--- src/design/ssa_pkg.sv ---
// ----------------------------------------------------------------------------
// ssa_pkg
// Shared codes and types of the safety supervisor arbiter.
// ----------------------------------------------------------------------------
package ssa_pkg;

  // health topic slots, fixed by the 16-bit masks and the 4-bit topic index
  localparam int TOPICS = 16;

  localparam logic [2:0] ACT_TICK   = 3'd0;
  localparam logic [2:0] ACT_SAFETY = 3'd1;
  localparam logic [2:0] ACT_HEALTH = 3'd2;
  localparam logic [2:0] ACT_MGMT   = 3'd3;
  localparam logic [2:0] ACT_NET    = 3'd4;
  localparam logic [2:0] ACT_EVAL   = 3'd5;
  localparam logic [2:0] ACT_RESET  = 3'd6;

  localparam logic [2:0] MODE_UNKNOWN  = 3'd0;
  localparam logic [2:0] MODE_NORMAL   = 3'd1;
  localparam logic [2:0] MODE_HOLD     = 3'd2;
  localparam logic [2:0] MODE_FAILSAFE = 3'd3;
  localparam logic [2:0] MODE_ESTOP    = 3'd4;

  localparam logic [3:0] RSN_NONE       = 4'd0;
  localparam logic [3:0] RSN_AWAIT      = 4'd1;
  localparam logic [3:0] RSN_SAF_STALE  = 4'd2;
  localparam logic [3:0] RSN_MGMT_STALE = 4'd3;
  localparam logic [3:0] RSN_NET_BAD    = 4'd4;
  localparam logic [3:0] RSN_NET_STALE  = 4'd5;
  localparam logic [3:0] RSN_HLT_STALE  = 4'd6;
  localparam logic [3:0] RSN_OBSTACLE   = 4'd7;
  localparam logic [3:0] RSN_HLT_FAIL   = 4'd8;
  localparam logic [3:0] RSN_MAINT      = 4'd9;
  localparam logic [3:0] RSN_INACTIVE   = 4'd10;
  localparam logic [3:0] RSN_HLT_UNSAFE = 4'd11;
  localparam logic [3:0] RSN_INVALID    = 4'd12;
  localparam logic [3:0] RSN_SAF_UNK    = 4'd13;

  localparam logic [2:0] REG_SAF_TO  = 3'd0;
  localparam logic [2:0] REG_HLT_TO  = 3'd1;
  localparam logic [2:0] REG_MGMT_TO = 3'd2;
  localparam logic [2:0] REG_NET_TO  = 3'd3;
  localparam logic [2:0] REG_FS_DLY  = 3'd4;
  localparam logic [2:0] REG_REQ     = 3'd5;

  localparam logic [1:0] HC_UNKNOWN = 2'd0;
  localparam logic [1:0] HC_OK      = 2'd1;

  localparam logic [1:0] SS_UNKNOWN = 2'd0;
  localparam logic [1:0] SS_SAFE    = 2'd1;
  localparam logic [1:0] SS_UNSAFE  = 2'd2;

  localparam logic [1:0] SR_BRAKING = 2'd1;
  localparam logic [1:0] SR_HEALTH  = 2'd2;
  localparam logic [1:0] SR_INVALID = 2'd3;

  // control from sequencer to the topic scanner
  typedef struct packed {
    logic clear;
    logic step;
  } scan_ctl_t;

  // scan results, all three counting kinds in one pass
  typedef struct packed {
    logic [4:0] wait_cnt;
    logic [3:0] wait_first;
    logic       any_fail;
    logic [4:0] fail_cnt;
    logic [3:0] fail_first;
    logic [4:0] off_cnt;
    logic [3:0] off_first;
  } scan_res_t;

endpackage

--- src/design/ssa_scan.sv ---
// ----------------------------------------------------------------------------
// ssa_scan
// Walks the health table one topic per step cycle and accumulates counts.
// ----------------------------------------------------------------------------
module ssa_scan (
  input  logic               clk_i,
  input  logic               rst_ni,
  input  ssa_pkg::scan_ctl_t ctl_i,
  input  logic [3:0]         idx_i,
  input  logic               in_range_i,
  input  logic [1:0]         code_i,
  input  logic               req_i,
  input  logic               off_i,
  output ssa_pkg::scan_res_t res_o
);

  ssa_pkg::scan_res_t res_q, res_d;
  logic act, is_wait, is_fail;

  always_comb begin
    res_d   = res_q;
    act     = in_range_i && req_i;
    is_wait = code_i == ssa_pkg::HC_UNKNOWN;
    is_fail = !is_wait && code_i != ssa_pkg::HC_OK;
    if (ctl_i.clear) begin
      res_d = '0;
    end else if (ctl_i.step && act) begin
      if (off_i) begin
        if (res_q.off_cnt == 5'd0) res_d.off_first = idx_i;
        res_d.off_cnt = res_q.off_cnt + 5'd1;
      end else if (is_fail) begin
        res_d.any_fail = 1'b1;
        if (res_q.fail_cnt == 5'd0) res_d.fail_first = idx_i;
        res_d.fail_cnt = res_q.fail_cnt + 5'd1;
      end else if (is_wait) begin
        if (res_q.wait_cnt == 5'd0) res_d.wait_first = idx_i;
        res_d.wait_cnt = res_q.wait_cnt + 5'd1;
      end
    end
  end

  always_ff @(posedge clk_i or negedge rst_ni) begin
    if (!rst_ni) begin
      res_q <= '0;
    end else begin
      res_q <= res_d;
    end
  end

  assign res_o = res_q;

  a_cnt_bound: assert property (@(posedge clk_i) disable iff (!rst_ni)
    res_q.off_cnt <= 5'(ssa_pkg::TOPICS)) else $error("off count overflow");
  a_fail_flag: assert property (@(posedge clk_i) disable iff (!rst_ni)
    (res_q.fail_cnt != 5'd0) == res_q.any_fail) else $error("fail flag mismatch");
  a_clear: assert property (@(posedge clk_i) disable iff (!rst_ni)
    ctl_i.clear |=> res_q.wait_cnt == 5'd0) else $error("clear failed");

endmodule

--- src/design/safety_supervisor_arbiter.sv ---
// ----------------------------------------------------------------------------
// safety_supervisor_arbiter
// Stores safety, health, management and network reports and arbitrates mode.
// ----------------------------------------------------------------------------
// Usage: drive an event on the action_i and payload ports with start while
// busy is low. Tick, update and unused actions leave the block idle and give
// no result. Evaluate and reset-request events walk the topic table with one
// shared scan unit, one topic per cycle: the result strobe rises after the
// scan and the done state, busy high throughout. busy drops as the strobe
// rises, so a new start transfer can be taken while the strobe is high.
// A result appears for one cycle with valid_o high; the receiver cannot stall,
// so nothing is held back. Configuration writes (cfg_we_i, cfg_idx_i,
// cfg_data_i) take effect at once; the user must see that they are made while
// the block is idle, since the block itself does not enforce it.
// Reset restores register defaults, clears ages, flags, latch and health.
// ----------------------------------------------------------------------------
module safety_supervisor_arbiter #(
  parameter int AGE_BITS = 16
) (
  input  logic        clk_i,
  input  logic        rst_ni,
  input  logic        start,
  output logic        busy,
  input  logic [2:0]  action_i,
  input  logic [1:0]  safety_state_i,
  input  logic [1:0]  safety_reason_i,
  input  logic [3:0]  topic_index_i,
  input  logic [1:0]  health_code_i,
  input  logic        maintenance_flag_i,
  input  logic        mission_flag_i,
  input  logic [15:0] inactive_mask_i,
  input  logic        network_ok_i,
  input  logic        cfg_we_i,
  input  logic [2:0]  cfg_idx_i,
  input  logic [15:0] cfg_data_i,
  output logic        valid_o,
  output logic        reply_kind_o,
  output logic [2:0]  mode_o,
  output logic [3:0]  reason_code_o,
  output logic        command_allowed_o,
  output logic [4:0]  affected_count_o,
  output logic [3:0]  first_topic_o,
  output logic        reset_ok_o
);

  localparam logic [1:0] ST_IDLE = 2'd0;
  localparam logic [1:0] ST_SCAN = 2'd1;
  localparam logic [1:0] ST_DONE = 2'd2;
  localparam logic [AGE_BITS-1:0] AGE_MAX = '1;

  logic [1:0] state_q, state_d;
  logic [4:0] idx_q, idx_d;
  logic       kind_q;

  logic [15:0] saf_to_q, hlt_to_q, mgmt_to_q, net_to_q, fs_dly_q, req_q;
  logic [3:0]  seen_q;
  logic [AGE_BITS-1:0] age_q [4];
  logic [3:0]  sword_q;
  logic [1:0]  health_q [ssa_pkg::TOPICS];
  logic        link_q, maint_q, mission_q, latch_q, out_act_q;
  logic [15:0] off_q, out_ms_q;

  ssa_pkg::scan_ctl_t scan_ctl;
  ssa_pkg::scan_res_t scan_res;
  logic [3:0] sidx;
  logic       take;

  assign take = start && !busy;
  assign busy = state_q != ST_IDLE;
  assign sidx = idx_q[3:0];

  always_comb begin
    scan_ctl.clear = take;
    scan_ctl.step  = state_q == ST_SCAN;
  end

  ssa_scan u_scan (
    .clk_i, .rst_ni,
    .ctl_i      (scan_ctl),
    .idx_i      (sidx),
    .in_range_i (idx_q < 5'(ssa_pkg::TOPICS)),
    .code_i     (health_q[sidx]),
    .req_i      (req_q[sidx]),
    .off_i      (off_q[sidx]),
    .res_o      (scan_res)
  );

  always_comb begin
    state_d = state_q;
    idx_d   = idx_q;
    case (state_q)
      ST_IDLE: begin
        if (take && (action_i == ssa_pkg::ACT_EVAL || action_i == ssa_pkg::ACT_RESET)) begin
          state_d = ST_SCAN;
          idx_d   = '0;
        end
      end
      ST_SCAN: begin
        idx_d = idx_q + 5'd1;
        if (idx_q == 5'(ssa_pkg::TOPICS - 1)) state_d = ST_DONE;
      end
      ST_DONE: state_d = ST_IDLE;
      default: state_d = ST_IDLE;
    endcase
  end

  // freshness
  logic saf_f, hlt_f, mgmt_f, net_f;
  assign saf_f  = seen_q[0] && 32'(age_q[0]) <= 32'(saf_to_q);
  assign hlt_f  = seen_q[1] && 32'(age_q[1]) <= 32'(hlt_to_q);
  assign mgmt_f = seen_q[2] && 32'(age_q[2]) <= 32'(mgmt_to_q);
  assign net_f  = seen_q[3] && 32'(age_q[3]) <= 32'(net_to_q);

  logic [1:0] st, rs;
  logic [2:0] stress;
  assign st = sword_q[3:2];
  assign rs = sword_q[1:0];
  assign stress = mission_q ? ssa_pkg::MODE_FAILSAFE : ssa_pkg::MODE_HOLD;

  logic [2:0] e_mode;
  logic [3:0] e_rsn;
  logic       e_allow, e_cnt_sel, set_latch, clr_latch, start_out, end_out;
  logic [4:0] e_cnt;
  logic [3:0] e_first;
  logic       rst_ok;

  always_comb begin
    e_mode = ssa_pkg::MODE_HOLD; e_rsn = ssa_pkg::RSN_INVALID; e_allow = 1'b0;
    e_cnt = '0; e_first = '0; e_cnt_sel = 1'b0;
    set_latch = 1'b0; start_out = 1'b0; end_out = 1'b0;
    if (!seen_q[0]) begin
      e_mode = ssa_pkg::MODE_UNKNOWN; e_rsn = ssa_pkg::RSN_AWAIT;
    end else if (!saf_f) begin
      e_mode = ssa_pkg::MODE_FAILSAFE; e_rsn = ssa_pkg::RSN_SAF_STALE;
    end else if (!mgmt_f) begin
      e_mode = stress; e_rsn = ssa_pkg::RSN_MGMT_STALE;
    end else if (!(net_f && link_q)) begin
      start_out = !out_act_q;
      e_mode = (out_act_q && out_ms_q >= fs_dly_q) ? ssa_pkg::MODE_FAILSAFE
                                                   : ssa_pkg::MODE_HOLD;
      if (!out_act_q && fs_dly_q == 16'd0) e_mode = ssa_pkg::MODE_FAILSAFE;
      e_rsn = net_f ? ssa_pkg::RSN_NET_BAD : ssa_pkg::RSN_NET_STALE;
    end else begin
      end_out = 1'b1;
      if (!hlt_f) begin
        e_mode = stress; e_rsn = ssa_pkg::RSN_HLT_STALE;
      end else if (st == ssa_pkg::SS_UNSAFE && rs == ssa_pkg::SR_BRAKING) begin
        set_latch = 1'b1; e_mode = ssa_pkg::MODE_ESTOP; e_rsn = ssa_pkg::RSN_OBSTACLE;
      end else if (latch_q) begin
        e_mode = ssa_pkg::MODE_ESTOP; e_rsn = ssa_pkg::RSN_OBSTACLE;
      end else if (!scan_res.any_fail && scan_res.wait_cnt != 5'd0) begin
        e_mode = stress; e_rsn = ssa_pkg::RSN_HLT_STALE;
        e_cnt = scan_res.wait_cnt; e_first = scan_res.wait_first;
      end else if (scan_res.any_fail) begin
        e_mode = stress; e_rsn = ssa_pkg::RSN_HLT_FAIL;
        e_cnt = scan_res.fail_cnt; e_first = scan_res.fail_first;
      end else if (maint_q) begin
        e_mode = ssa_pkg::MODE_HOLD; e_rsn = ssa_pkg::RSN_MAINT;
      end else if (scan_res.off_cnt != 5'd0) begin
        e_mode = stress; e_rsn = ssa_pkg::RSN_INACTIVE;
        e_cnt = scan_res.off_cnt; e_first = scan_res.off_first;
      end else if (st == ssa_pkg::SS_UNSAFE && rs == ssa_pkg::SR_HEALTH) begin
        e_mode = stress; e_rsn = ssa_pkg::RSN_HLT_UNSAFE;
      end else if (st == ssa_pkg::SS_UNKNOWN && rs == ssa_pkg::SR_INVALID) begin
        e_rsn = ssa_pkg::RSN_INVALID;
      end else if (st == ssa_pkg::SS_UNKNOWN) begin
        e_rsn = ssa_pkg::RSN_SAF_UNK;
      end else if (st == ssa_pkg::SS_SAFE) begin
        e_mode = ssa_pkg::MODE_NORMAL; e_rsn = ssa_pkg::RSN_NONE; e_allow = 1'b1;
      end
    end
    e_cnt_sel = e_cnt != 5'd0;
    rst_ok = !latch_q || (saf_f && hlt_f && net_f && link_q && st == ssa_pkg::SS_SAFE &&
             !maint_q && scan_res.off_cnt == 5'd0 && !scan_res.any_fail);
    clr_latch = latch_q && rst_ok;
  end

  logic done;
  assign done = state_q == ST_DONE;

  always_ff @(posedge clk_i or negedge rst_ni) begin
    if (!rst_ni) begin
      state_q <= ST_IDLE; idx_q <= '0; kind_q <= 1'b0;
      saf_to_q <= 16'd500; hlt_to_q <= 16'd1500; mgmt_to_q <= 16'd1500;
      net_to_q <= 16'd3000; fs_dly_q <= 16'd10000; req_q <= 16'd1;
      seen_q <= '0; sword_q <= '0; link_q <= 1'b0; maint_q <= 1'b0;
      mission_q <= 1'b0; off_q <= '0; latch_q <= 1'b0; out_act_q <= 1'b0;
      out_ms_q <= '0;
      for (int i = 0; i < 4; i++) age_q[i] <= '0;
      for (int i = 0; i < ssa_pkg::TOPICS; i++) health_q[i] <= '0;
      valid_o <= 1'b0; reply_kind_o <= 1'b0; mode_o <= '0; reason_code_o <= '0;
      command_allowed_o <= 1'b0; affected_count_o <= '0; first_topic_o <= '0;
      reset_ok_o <= 1'b0;
    end else begin
      state_q <= state_d;
      idx_q   <= idx_d;
      valid_o <= done;
      if (cfg_we_i) begin
        case (cfg_idx_i)
          ssa_pkg::REG_SAF_TO:  saf_to_q  <= cfg_data_i;
          ssa_pkg::REG_HLT_TO:  hlt_to_q  <= cfg_data_i;
          ssa_pkg::REG_MGMT_TO: mgmt_to_q <= cfg_data_i;
          ssa_pkg::REG_NET_TO:  net_to_q  <= cfg_data_i;
          ssa_pkg::REG_FS_DLY:  fs_dly_q  <= cfg_data_i;
          ssa_pkg::REG_REQ:     req_q     <= cfg_data_i;
          default: ;
        endcase
      end
      if (take) begin
        kind_q <= action_i == ssa_pkg::ACT_RESET;
        case (action_i)
          ssa_pkg::ACT_TICK: begin
            for (int i = 0; i < 4; i++)
              if (age_q[i] != AGE_MAX) age_q[i] <= age_q[i] + AGE_BITS'(1);
            if (out_act_q && out_ms_q != 16'hFFFF) out_ms_q <= out_ms_q + 16'd1;
          end
          ssa_pkg::ACT_SAFETY: begin
            sword_q <= {safety_state_i, safety_reason_i};
            seen_q[0] <= 1'b1; age_q[0] <= '0;
          end
          ssa_pkg::ACT_HEALTH: begin
            seen_q[1] <= 1'b1; age_q[1] <= '0;
            health_q[topic_index_i] <= health_code_i;
          end
          ssa_pkg::ACT_MGMT: begin
            seen_q[2] <= 1'b1; age_q[2] <= '0;
            maint_q <= maintenance_flag_i; mission_q <= mission_flag_i;
            off_q <= inactive_mask_i;
          end
          ssa_pkg::ACT_NET: begin
            seen_q[3] <= 1'b1; age_q[3] <= '0;
            link_q <= network_ok_i;
          end
          default: ;
        endcase
      end
      if (done) begin
        reply_kind_o <= kind_q;
        if (kind_q) begin
          mode_o <= '0; reason_code_o <= '0; command_allowed_o <= 1'b0;
          affected_count_o <= '0; first_topic_o <= '0; reset_ok_o <= rst_ok;
          if (clr_latch) latch_q <= 1'b0;
        end else begin
          mode_o <= e_mode; reason_code_o <= e_rsn; command_allowed_o <= e_allow;
          affected_count_o <= e_cnt; first_topic_o <= e_cnt_sel ? e_first : 4'd0;
          reset_ok_o <= 1'b0;
          if (set_latch) latch_q <= 1'b1;
          if (start_out) begin
            out_act_q <= 1'b1; out_ms_q <= '0;
          end
          if (end_out) begin
            out_act_q <= 1'b0; out_ms_q <= '0;
          end
        end
      end
    end
  end

  a_busy_done: assert property (@(posedge clk_i) disable iff (!rst_ni)
    valid_o |-> $past(state_q) == ST_DONE) else $error("stray result");
  a_no_take: assert property (@(posedge clk_i) disable iff (!rst_ni)
    (state_q == ST_SCAN) |-> busy) else $error("idle while scanning");
  a_ok_kind: assert property (@(posedge clk_i) disable iff (!rst_ni)
    (valid_o && !reply_kind_o) |-> !reset_ok_o) else $error("reset_ok on status");

endmodule

--- config.mk ---
export PLATFORM = sky130hd
export DESIGN_NAME = safety_supervisor_arbiter
export DESIGN_NICKNAME = d
export VERILOG_FILES = /design/src/design/ssa_pkg.sv /design/src/design/ssa_scan.sv /design/src/design/safety_supervisor_arbiter.sv
export SDC_FILE = /design/constraint.sdc
export NUM_CORES = 1
export LEC_CHECK = 0
export ABC_AREA = 1
export BUFFER_PORTS_ARGS = -buffer_cell sky130_fd_sc_hd__buf_2
export CAP_MARGIN = 20
export CORE_MARGIN = 4
export CORE_UTILIZATION = 40
export CTS_CLUSTER_SIZE = 16
export DETAILED_ROUTE_END_ITERATION = 10
export PLACE_DENSITY_LB_ADDON = 0.25
export SLEW_MARGIN = 20
export SYNTH_ARGS = -nofsm -noshare
export SYNTH_HDL_FRONTEND = slang
export SYNTH_SLANG_ARGS = --single-unit
--- constraint.sdc ---
create_clock -name clk_i -period 2.1 [get_ports clk_i]
set_input_delay 0.42 -clock clk_i [delete_from_list [all_inputs] [get_ports clk_i]]
set_output_delay 0.42 -clock clk_i [all_outputs]
set_load 0.02 [all_outputs]
After elaboration in Yosys (flattened, before gate mapping) --
Index checks and enable logic that the tools add are counted.
Cells by class: add/subtract/negate cells 9, $lt $le $gt $ge 10, equal/unequal tests 34, muxes and demuxes 137, bitwise gates (word level) 3, reductions and logical operators 85
Operators with widths (count):
- 16-bit 2-to-1 mux | 11
- 4-bit 2-to-1 mux | 32
- 16-bit case mux with 2 select lines | 4
- 16-bit by 1-bit adder with 16-bit output, second input constant | 5
- 16-bit != test, second input constant | 5
- 5-bit 2-to-1 mux | 13
- 16-bit less-or-equal comparator | 4
- 28-bit 2-to-1 mux | 2
- 1-bit 2-to-1 mux | 42
- 32-bit bitwise mux | 1
- 2-bit nonzero test | 15
- 9-bit 2-to-1 mux | 3
- 1-bit logical AND | 26
- 2-bit 2-to-1 mux | 13
- 2-bit AND reduction | 13
- 3-bit 2-to-1 mux | 8
- 3-bit AND reduction | 8
- 5-bit by 1-bit adder with 5-bit output, second input constant | 4
- 19-bit 2-to-1 mux | 1
- 16-bit greater-or-equal comparator | 1
- 16-bit zero test | 1
- 2-bit != test, second input constant | 8
- 3-bit == test, second input constant | 5
- 5-bit zero test | 3
- other kinds (25) | 50
Word-level totals: register bits after elaboration 293, input port bits 55, output and inout bits 21, word-level logic and storage cells 334

Longest topological paths before layout --
depth after elaboration 17, gate-level depth with buffers 20, gate-level depth less buffers 20

Cells and area by module --
From an unflattened synthesis, not the netlist that was laid out.
Unflattened totals: cells, all modules 2058, area total of the unflattened synthesis 16161.8 um^2
Modules (own cells, without submodules):
- safety_supervisor_arbiter | times used 1, cells each 1860, area each 14620.3 um^2, seq. area each 6672.6 um^2
- ssa_scan | times used 1, cells each 198, area each 1541.5 um^2, seq. area each 700.7 um^2

Worst setup path before layout --
No wires, ideal clock.
path kind reg-to-reg, from reg mgmt_to_q[7], to reg out_ms_q[14], library setup time 0.113 ns, data arrival time 2.102 ns, required time 1.987 ns, path slack -0.115 ns, stages on the path, launching flop included 16, period minus slack after synthesis 2.215 ns, path through dfstp_2 -> inv_1 -> ha_1 -> a21o_1 -> nor2_1 -> nand2_1 -> nand2_1 -> nand2_1 -> nand2_1 -> nand2_1 -> nor2_2 -> nand2_1 -> o21bai_4 -> buf_2 -> nand2_1 -> inv_1
Between the ends: cells in the longest elaborated chain, start to end 9, elaborated cells between the ends (all ways) 12
Ends and longest elaborated chain:
- from (decl) | RTL line safety_supervisor_arbiter.sv:55 | logic [15:0] saf_to_q, hlt_to_q, mgmt_to_q, net_to_q, fs_dly_q, req_q;
- from (signal assigned) | RTL line safety_supervisor_arbiter.sv:202 | ssa_pkg::REG_MGMT_TO: mgmt_to_q <= cfg_data_i;
- 16-bit less-or-equal comparator * | RTL line safety_supervisor_arbiter.sv:111 | assign mgmt_f = seen_q[2] && 32'(age_q[2]) <= 32'(mgmt_to_q);
- 1-bit logical AND * | RTL line safety_supervisor_arbiter.sv:111
- 1-bit 2-to-1 mux | RTL line safety_supervisor_arbiter.sv:135 | end else if (!mgmt_f) begin
- 1-bit 2-to-1 mux | RTL line safety_supervisor_arbiter.sv:133 | end else if (!saf_f) begin
- 1-bit 2-to-1 mux | RTL line safety_supervisor_arbiter.sv:131 | if (!seen_q[0]) begin
- 16-bit 2-to-1 mux | RTL line safety_supervisor_arbiter.sv:248 | if (start_out) begin
- 16-bit 2-to-1 mux * | RTL line safety_supervisor_arbiter.sv:251 | if (end_out) begin
- 16-bit 2-to-1 mux * | RTL line safety_supervisor_arbiter.sv:239 | if (kind_q) begin
- 16-bit 2-to-1 mux * | RTL line safety_supervisor_arbiter.sv:237 | if (done) begin
- to (signal assigned) | RTL line safety_supervisor_arbiter.sv:215 | if (out_act_q && out_ms_q != 16'hFFFF) out_ms_q <= out_ms_q + 16'd1;
- to (decl) | RTL line safety_supervisor_arbiter.sv:61 | logic [15:0] off_q, out_ms_q;
Mark *: on every way between the ends. The rest lies on a longest branch, timed or not. A chain may end at the register's enable or synchronous reset.

Final worst setup path --
from reg saf_to_q[2], to reg command_allowed_o
Between the ends: cells in the longest elaborated chain, start to end 5
Ends and longest elaborated chain:
- from (decl) | RTL line safety_supervisor_arbiter.sv:55
- from (signal assigned) | RTL line safety_supervisor_arbiter.sv:200 | ssa_pkg::REG_SAF_TO: saf_to_q <= cfg_data_i;
- 16-bit less-or-equal comparator | RTL line safety_supervisor_arbiter.sv:109 | assign saf_f = seen_q[0] && 32'(age_q[0]) <= 32'(saf_to_q);
- 1-bit logical AND | RTL line safety_supervisor_arbiter.sv:109
- 1-bit 2-to-1 mux | RTL line safety_supervisor_arbiter.sv:133
- 1-bit 2-to-1 mux | RTL line safety_supervisor_arbiter.sv:131
- 1-bit 2-to-1 mux | RTL line safety_supervisor_arbiter.sv:239
- to (signal assigned) | RTL line safety_supervisor_arbiter.sv:244 | mode_o <= e_mode; reason_code_o <= e_rsn; command_allowed_o <= e_allow;
- to (decl) | RTL line safety_supervisor_arbiter.sv:40 | output logic command_allowed_o,
Every way passes these cells.

==> impl_summary.log <==
[metrics] outcome: finished with violations
[metrics] failing checks: negative setup slack
[metrics] via count of the first global-routing pass: 14,000
[metrics] origin of the worst min-delay path: inactive_mask_i[4]
[metrics] worst clock skew on the final layout: 0.0295 ns
[metrics] Area growth, synth to finish: 30.1%
[metrics] number of distinct library cell variants in the gate-level netlist after synthesis: 49
[metrics] TritonCTS clock tree: done
[metrics] I/O Pins: 76
[metrics] sequential share of the synthesized area: 46.9%
[metrics] total number of yosys warnings: 0
[metrics] main flop type after synthesis: sky130_fd_sc_hd__dfrtp_1
[metrics] highest metal layer used by the detailed router: met4
[metrics] vias per std cell: 5.01
[metrics] length in cells of the worst reg-to-reg path: 15
[metrics] post-layout util: 52.8%
[metrics] startpoint kind of the worst setup timing path: flop
[metrics] Setup crit end kind: flop
[metrics] post-placement cell area: 18,100 um2
[metrics] Post-layout nets: 2,415
[metrics] fraction of final layout cells with drive strength greater than 1: 26.4%
[metrics] commonest cells in the synthesized netlist: 496 x sky130_fd_sc_hd__nand2_1, 272 x sky130_fd_sc_hd__inv_1, 260 x sky130_fd_sc_hd__dfrtp_1
[metrics] die outline width: 206 um
[metrics] Hold Path Stages: 3
[metrics] number of hold violations in the final report: 0
[metrics] largest stage delay on the critical path: 0.53 ns
[metrics] Cell Chain, Critical Path: inv_1, ha_4, nand2_2, buf_4, nor3_2, nand4_1, nand2_2, nand2_4, nor2_4, buf_6, buf_6, nand3_4, nor2_4, nand2_2, o21ai_2
[metrics] Slew @ Worst Pin: 0.489 ns
[metrics] ys async rst share: 100%
[metrics] most repeated library cell on the critical path: sky130_fd_sc_hd__nand2_2
[metrics] average wire length per cell after detail routing: 15.9 um
[metrics] number of antenna violations at the first check in global routing: 2
[metrics] hold worst-path end: off_q[4]
[metrics] largest net degree at the start of global routing: 59
[metrics] Min Clock Period, post-route: 2.29 ns
[metrics] netlist area before placement: 15,700 um2
[metrics] HPWL reported at the end of detailed placement: 31,700 um
[metrics] fill count: 3,630
[metrics] Max-cap violations: 0
[metrics] post-synthesis instance total: 1,992
[metrics] count of flip-flops with a built-in enable after synthesis: 0
[metrics] total via count in the routed design: 14,100
[metrics] final critical-path setup slack: -0.191 ns
[metrics] top cell type by total area after synthesis: sky130_fd_sc_hd__dfrtp_1
[metrics] data arrival time at the worst-slack endpoint: 2.77 ns
[metrics] number of buffers inserted during clock tree synthesis: 36
[metrics] most common cell in the synthesized netlist: sky130_fd_sc_hd__nand2_1
[metrics] launching point of the worst reg2reg path: saf_to_q[2]
[metrics] Synthesized Nets: 2,140
[metrics] setup repair after global routing missed its margin: true
[metrics] number of port buffers: 75
[metrics] Pins Over Slew Limit: 0
[metrics] worst skew pair latency: 0.55 ns
[metrics] Die Span Y: 206 um
[metrics] starting density of the core: 40.6%
[metrics] final routed DRC violation total: 0
[metrics] share of the synthesized area in the top cell type: 41.4%
[metrics] number of antenna repair diodes: 0
[metrics] final instance area: 20,500 um2
[metrics] worst setup path category: flop to flop
[metrics] Final GP Congestion: 0.916
[metrics] final global-route overflow total: 0
[metrics] largest cells by area after synthesis: sky130_fd_sc_hd__dfrtp_1 41%, sky130_fd_sc_hd__nand2_1 12%, sky130_fd_sc_hd__ha_1 7.4%
[metrics] worst voltage drop across the vdd grid: 570 uV
[metrics] count of antenna-violating nets left after detailed routing: 0
[metrics] number of register bits inferred by synthesis: 293
[metrics] HP Class: input port to flop
[metrics] met1 wire length: 20,500 um
[metrics] Clock Sink Count: 293
[metrics] Max Fanout on Critical Path: 3
[metrics] Peak Freq: 0.436 GHz
[metrics] global-route wire length before repair: 71,600 um
[metrics] headroom to the max-slew limit: 67.3%
[metrics] Setup violations, final: 35
[metrics] average cell area after synthesis: 7.90 um2
[metrics] total iterations of the first detailed-routing run: 5
[metrics] Pleak: 10.1 nW
[metrics] WP data required: 2.58 ns
[metrics] slowest stage cell on the critical path: sky130_fd_sc_hd__dfstp_2
[metrics] Core ar.: 38,700 um2
[metrics] flop-to-flop setup slack: -0.19 ns
[metrics] H-tree lvl count: 2
[metrics] area of the die: 42,600 um2
[metrics] final WL: 44,700 um
[metrics] worst slack after detailed placement: -0.399 ns
[metrics] Met3 Routed Length: 2110 um
[metrics] met2 wire length: 21,000 um
[metrics] final clock period utilization by the worst path: 109%
[metrics] Total GRT Usage: 20.9%
[metrics] starting DRC count in detailed routing: 960
[metrics] power density relative to cell area: 1090 nW/um2
[metrics] row cnt: 72
[metrics] library cell used as clock root buffer: sky130_fd_sc_hd__clkbuf_16
[metrics] Critical R2R Capture: command_allowed_o
[metrics] CTS clock-pin slew for the worst setup and hold paths: 0.06 ns
[metrics] maximum root-to-sink buffer count: 3
==> how the worst max path moves through the flow <==
stage / start / end / slack, ns
floorplan: mgmt_to_q[7] / out_ms_q[14] / -0.005
CTS: net_to_q[11] / reason_code_o[3] / -0.14
global route: age_q[61] / command_allowed_o / -0.34
global placement: hlt_to_q[10] / reason_code_o[1] / -0.32
detailed placement: net_to_q[9] / reason_code_o[3] / -0.40
finish: saf_to_q[2] / command_allowed_o / -0.19
==> cell families (layout without fill, tap and decap cells) <==
group | after synthesis | in the layout | synth area share (%)
buf+inv | 332 | 634 | 8.11
simple gates | 863 | 863 | 23.1
flops | 293 | 293 | 46.9
fa+ha+maj | 93 | 93 | 7.40
xor+xnor | 18 | 18 | 1.00
compound gates | 393 | 393 | 13.6
==> layout make-up <==
cell class	instances	area, um2	share of cell area, %
well taps	518	648	3.17
multi-input cells	1367	8030	39.2
flip-flops and latches	293	7380	36.0
clock inverters	11	87.6	0.428
repair buffers	288	2210	10.8
inverters	281	1070	5.23
clock buffers	54	1050	5.13
==> sequential cells by signal (all words and copies together) (netlist names), 5 cells and up <==
register          flops
age_q                64
health_q             32
u_scan.res_o         28
fs_dly_q             16
hlt_to_q             16
mgmt_to_q            16
net_to_q             16
off_q                16
out_ms_q             16
req_q                16
saf_to_q             16
affected_count_o      5
idx_q                 5
==> power by group <==
| group | internal, mW | switching (mW) |
|---|---|---|
| logic | 3.54 | 5.02 |
| registers | 6.89 | 0.883 |
| clock network | 3.58 | 2.48 |
==> what timing repair did <==
action                                 4_1_cts  5_1_grt
pin swaps                                   58       84
endpoints found under the hold margin       35        0
resized for setup                          108      172
hold buffers                                 1        0
setup buffers                                9       17
setup endpoints to repair                   48      109
cloned                                       1        0
==> placed cells by master (no fill, tap or decap), types with 5 or more instances in the layout <==
cell                        instances
sky130_fd_sc_hd__nand2_1          446
sky130_fd_sc_hd__dfrtp_1          257
sky130_fd_sc_hd__inv_1            243
sky130_fd_sc_hd__o21ai_0          211
sky130_fd_sc_hd__buf_4            178
sky130_fd_sc_hd__nor2_1           140
sky130_fd_sc_hd__nand3_1           75
sky130_fd_sc_hd__buf_2             74
sky130_fd_sc_hd__a21oi_1           72
sky130_fd_sc_hd__ha_1              68
sky130_fd_sc_hd__nand2_2           43
sky130_fd_sc_hd__clkbuf_16         38
sky130_fd_sc_hd__inv_2             34
sky130_fd_sc_hd__dfstp_2           33
sky130_fd_sc_hd__nor2_2            28
sky130_fd_sc_hd__o21ai_1           28
sky130_fd_sc_hd__nor3_1            24
sky130_fd_sc_hd__nand4_1           24
sky130_fd_sc_hd__ha_4              23
sky130_fd_sc_hd__buf_6             23
sky130_fd_sc_hd__nor2_4            22
sky130_fd_sc_hd__o211ai_1          18
sky130_fd_sc_hd__a21oi_2           16
sky130_fd_sc_hd__xor2_1            13
sky130_fd_sc_hd__clkbuf_1          11
sky130_fd_sc_hd__nand3_2           10
sky130_fd_sc_hd__nor3_2             9
sky130_fd_sc_hd__nand2_4            9
sky130_fd_sc_hd__buf_12             9
sky130_fd_sc_hd__clkinv_2           8
sky130_fd_sc_hd__o21ai_2            6
sky130_fd_sc_hd__and3_1             6
sky130_fd_sc_hd__clkbuf_8           6
sky130_fd_sc_hd__nor4_1             5
sky130_fd_sc_hd__xnor2_1            5
sky130_fd_sc_hd__o22ai_1            5
sky130_fd_sc_hd__a31oi_1            5
==> worst max-delay path: cells and delay by family, from the launching register on <==
kind                     cells  cell delay (ns)
AND/OR/NAND/NOR              9             0.87
adder cells (fa/ha/maj)      1             0.26
buffers and inverters        4             0.44
flip-flops                   1             0.53
AO/OA/AOI/OAI                1             0.12
==> metrics by stage <==
step            TNS, ns  instances  hold WS, ns  total power [mW]
2_1_floorplan  -0.00484       1992        0.124              12.1
3_3_place_gp      -9.60       2725        0.372              14.7
3_5_place_dp     -10.69       2725        0.375              14.9
4_1_cts           -3.05       2798       0.0565              21.7
5_1_grt          -10.58       2812       0.0820              23.9
6_report          -4.48       2812       0.0833              22.4
==> routing by layer <==
| layer | GRT usage (%) | vias up |
|---|---|---|
| met4 | 5.92 | 0 |
| met3 | 3.51 | 69 |
| met5 | 0 | - |
| li1 | - | 7024 |
| met2 | 34.7 | 299 |
| met1 | 28.3 | 6706 |
No activity file was read; power rests on OpenSTA's default activity.
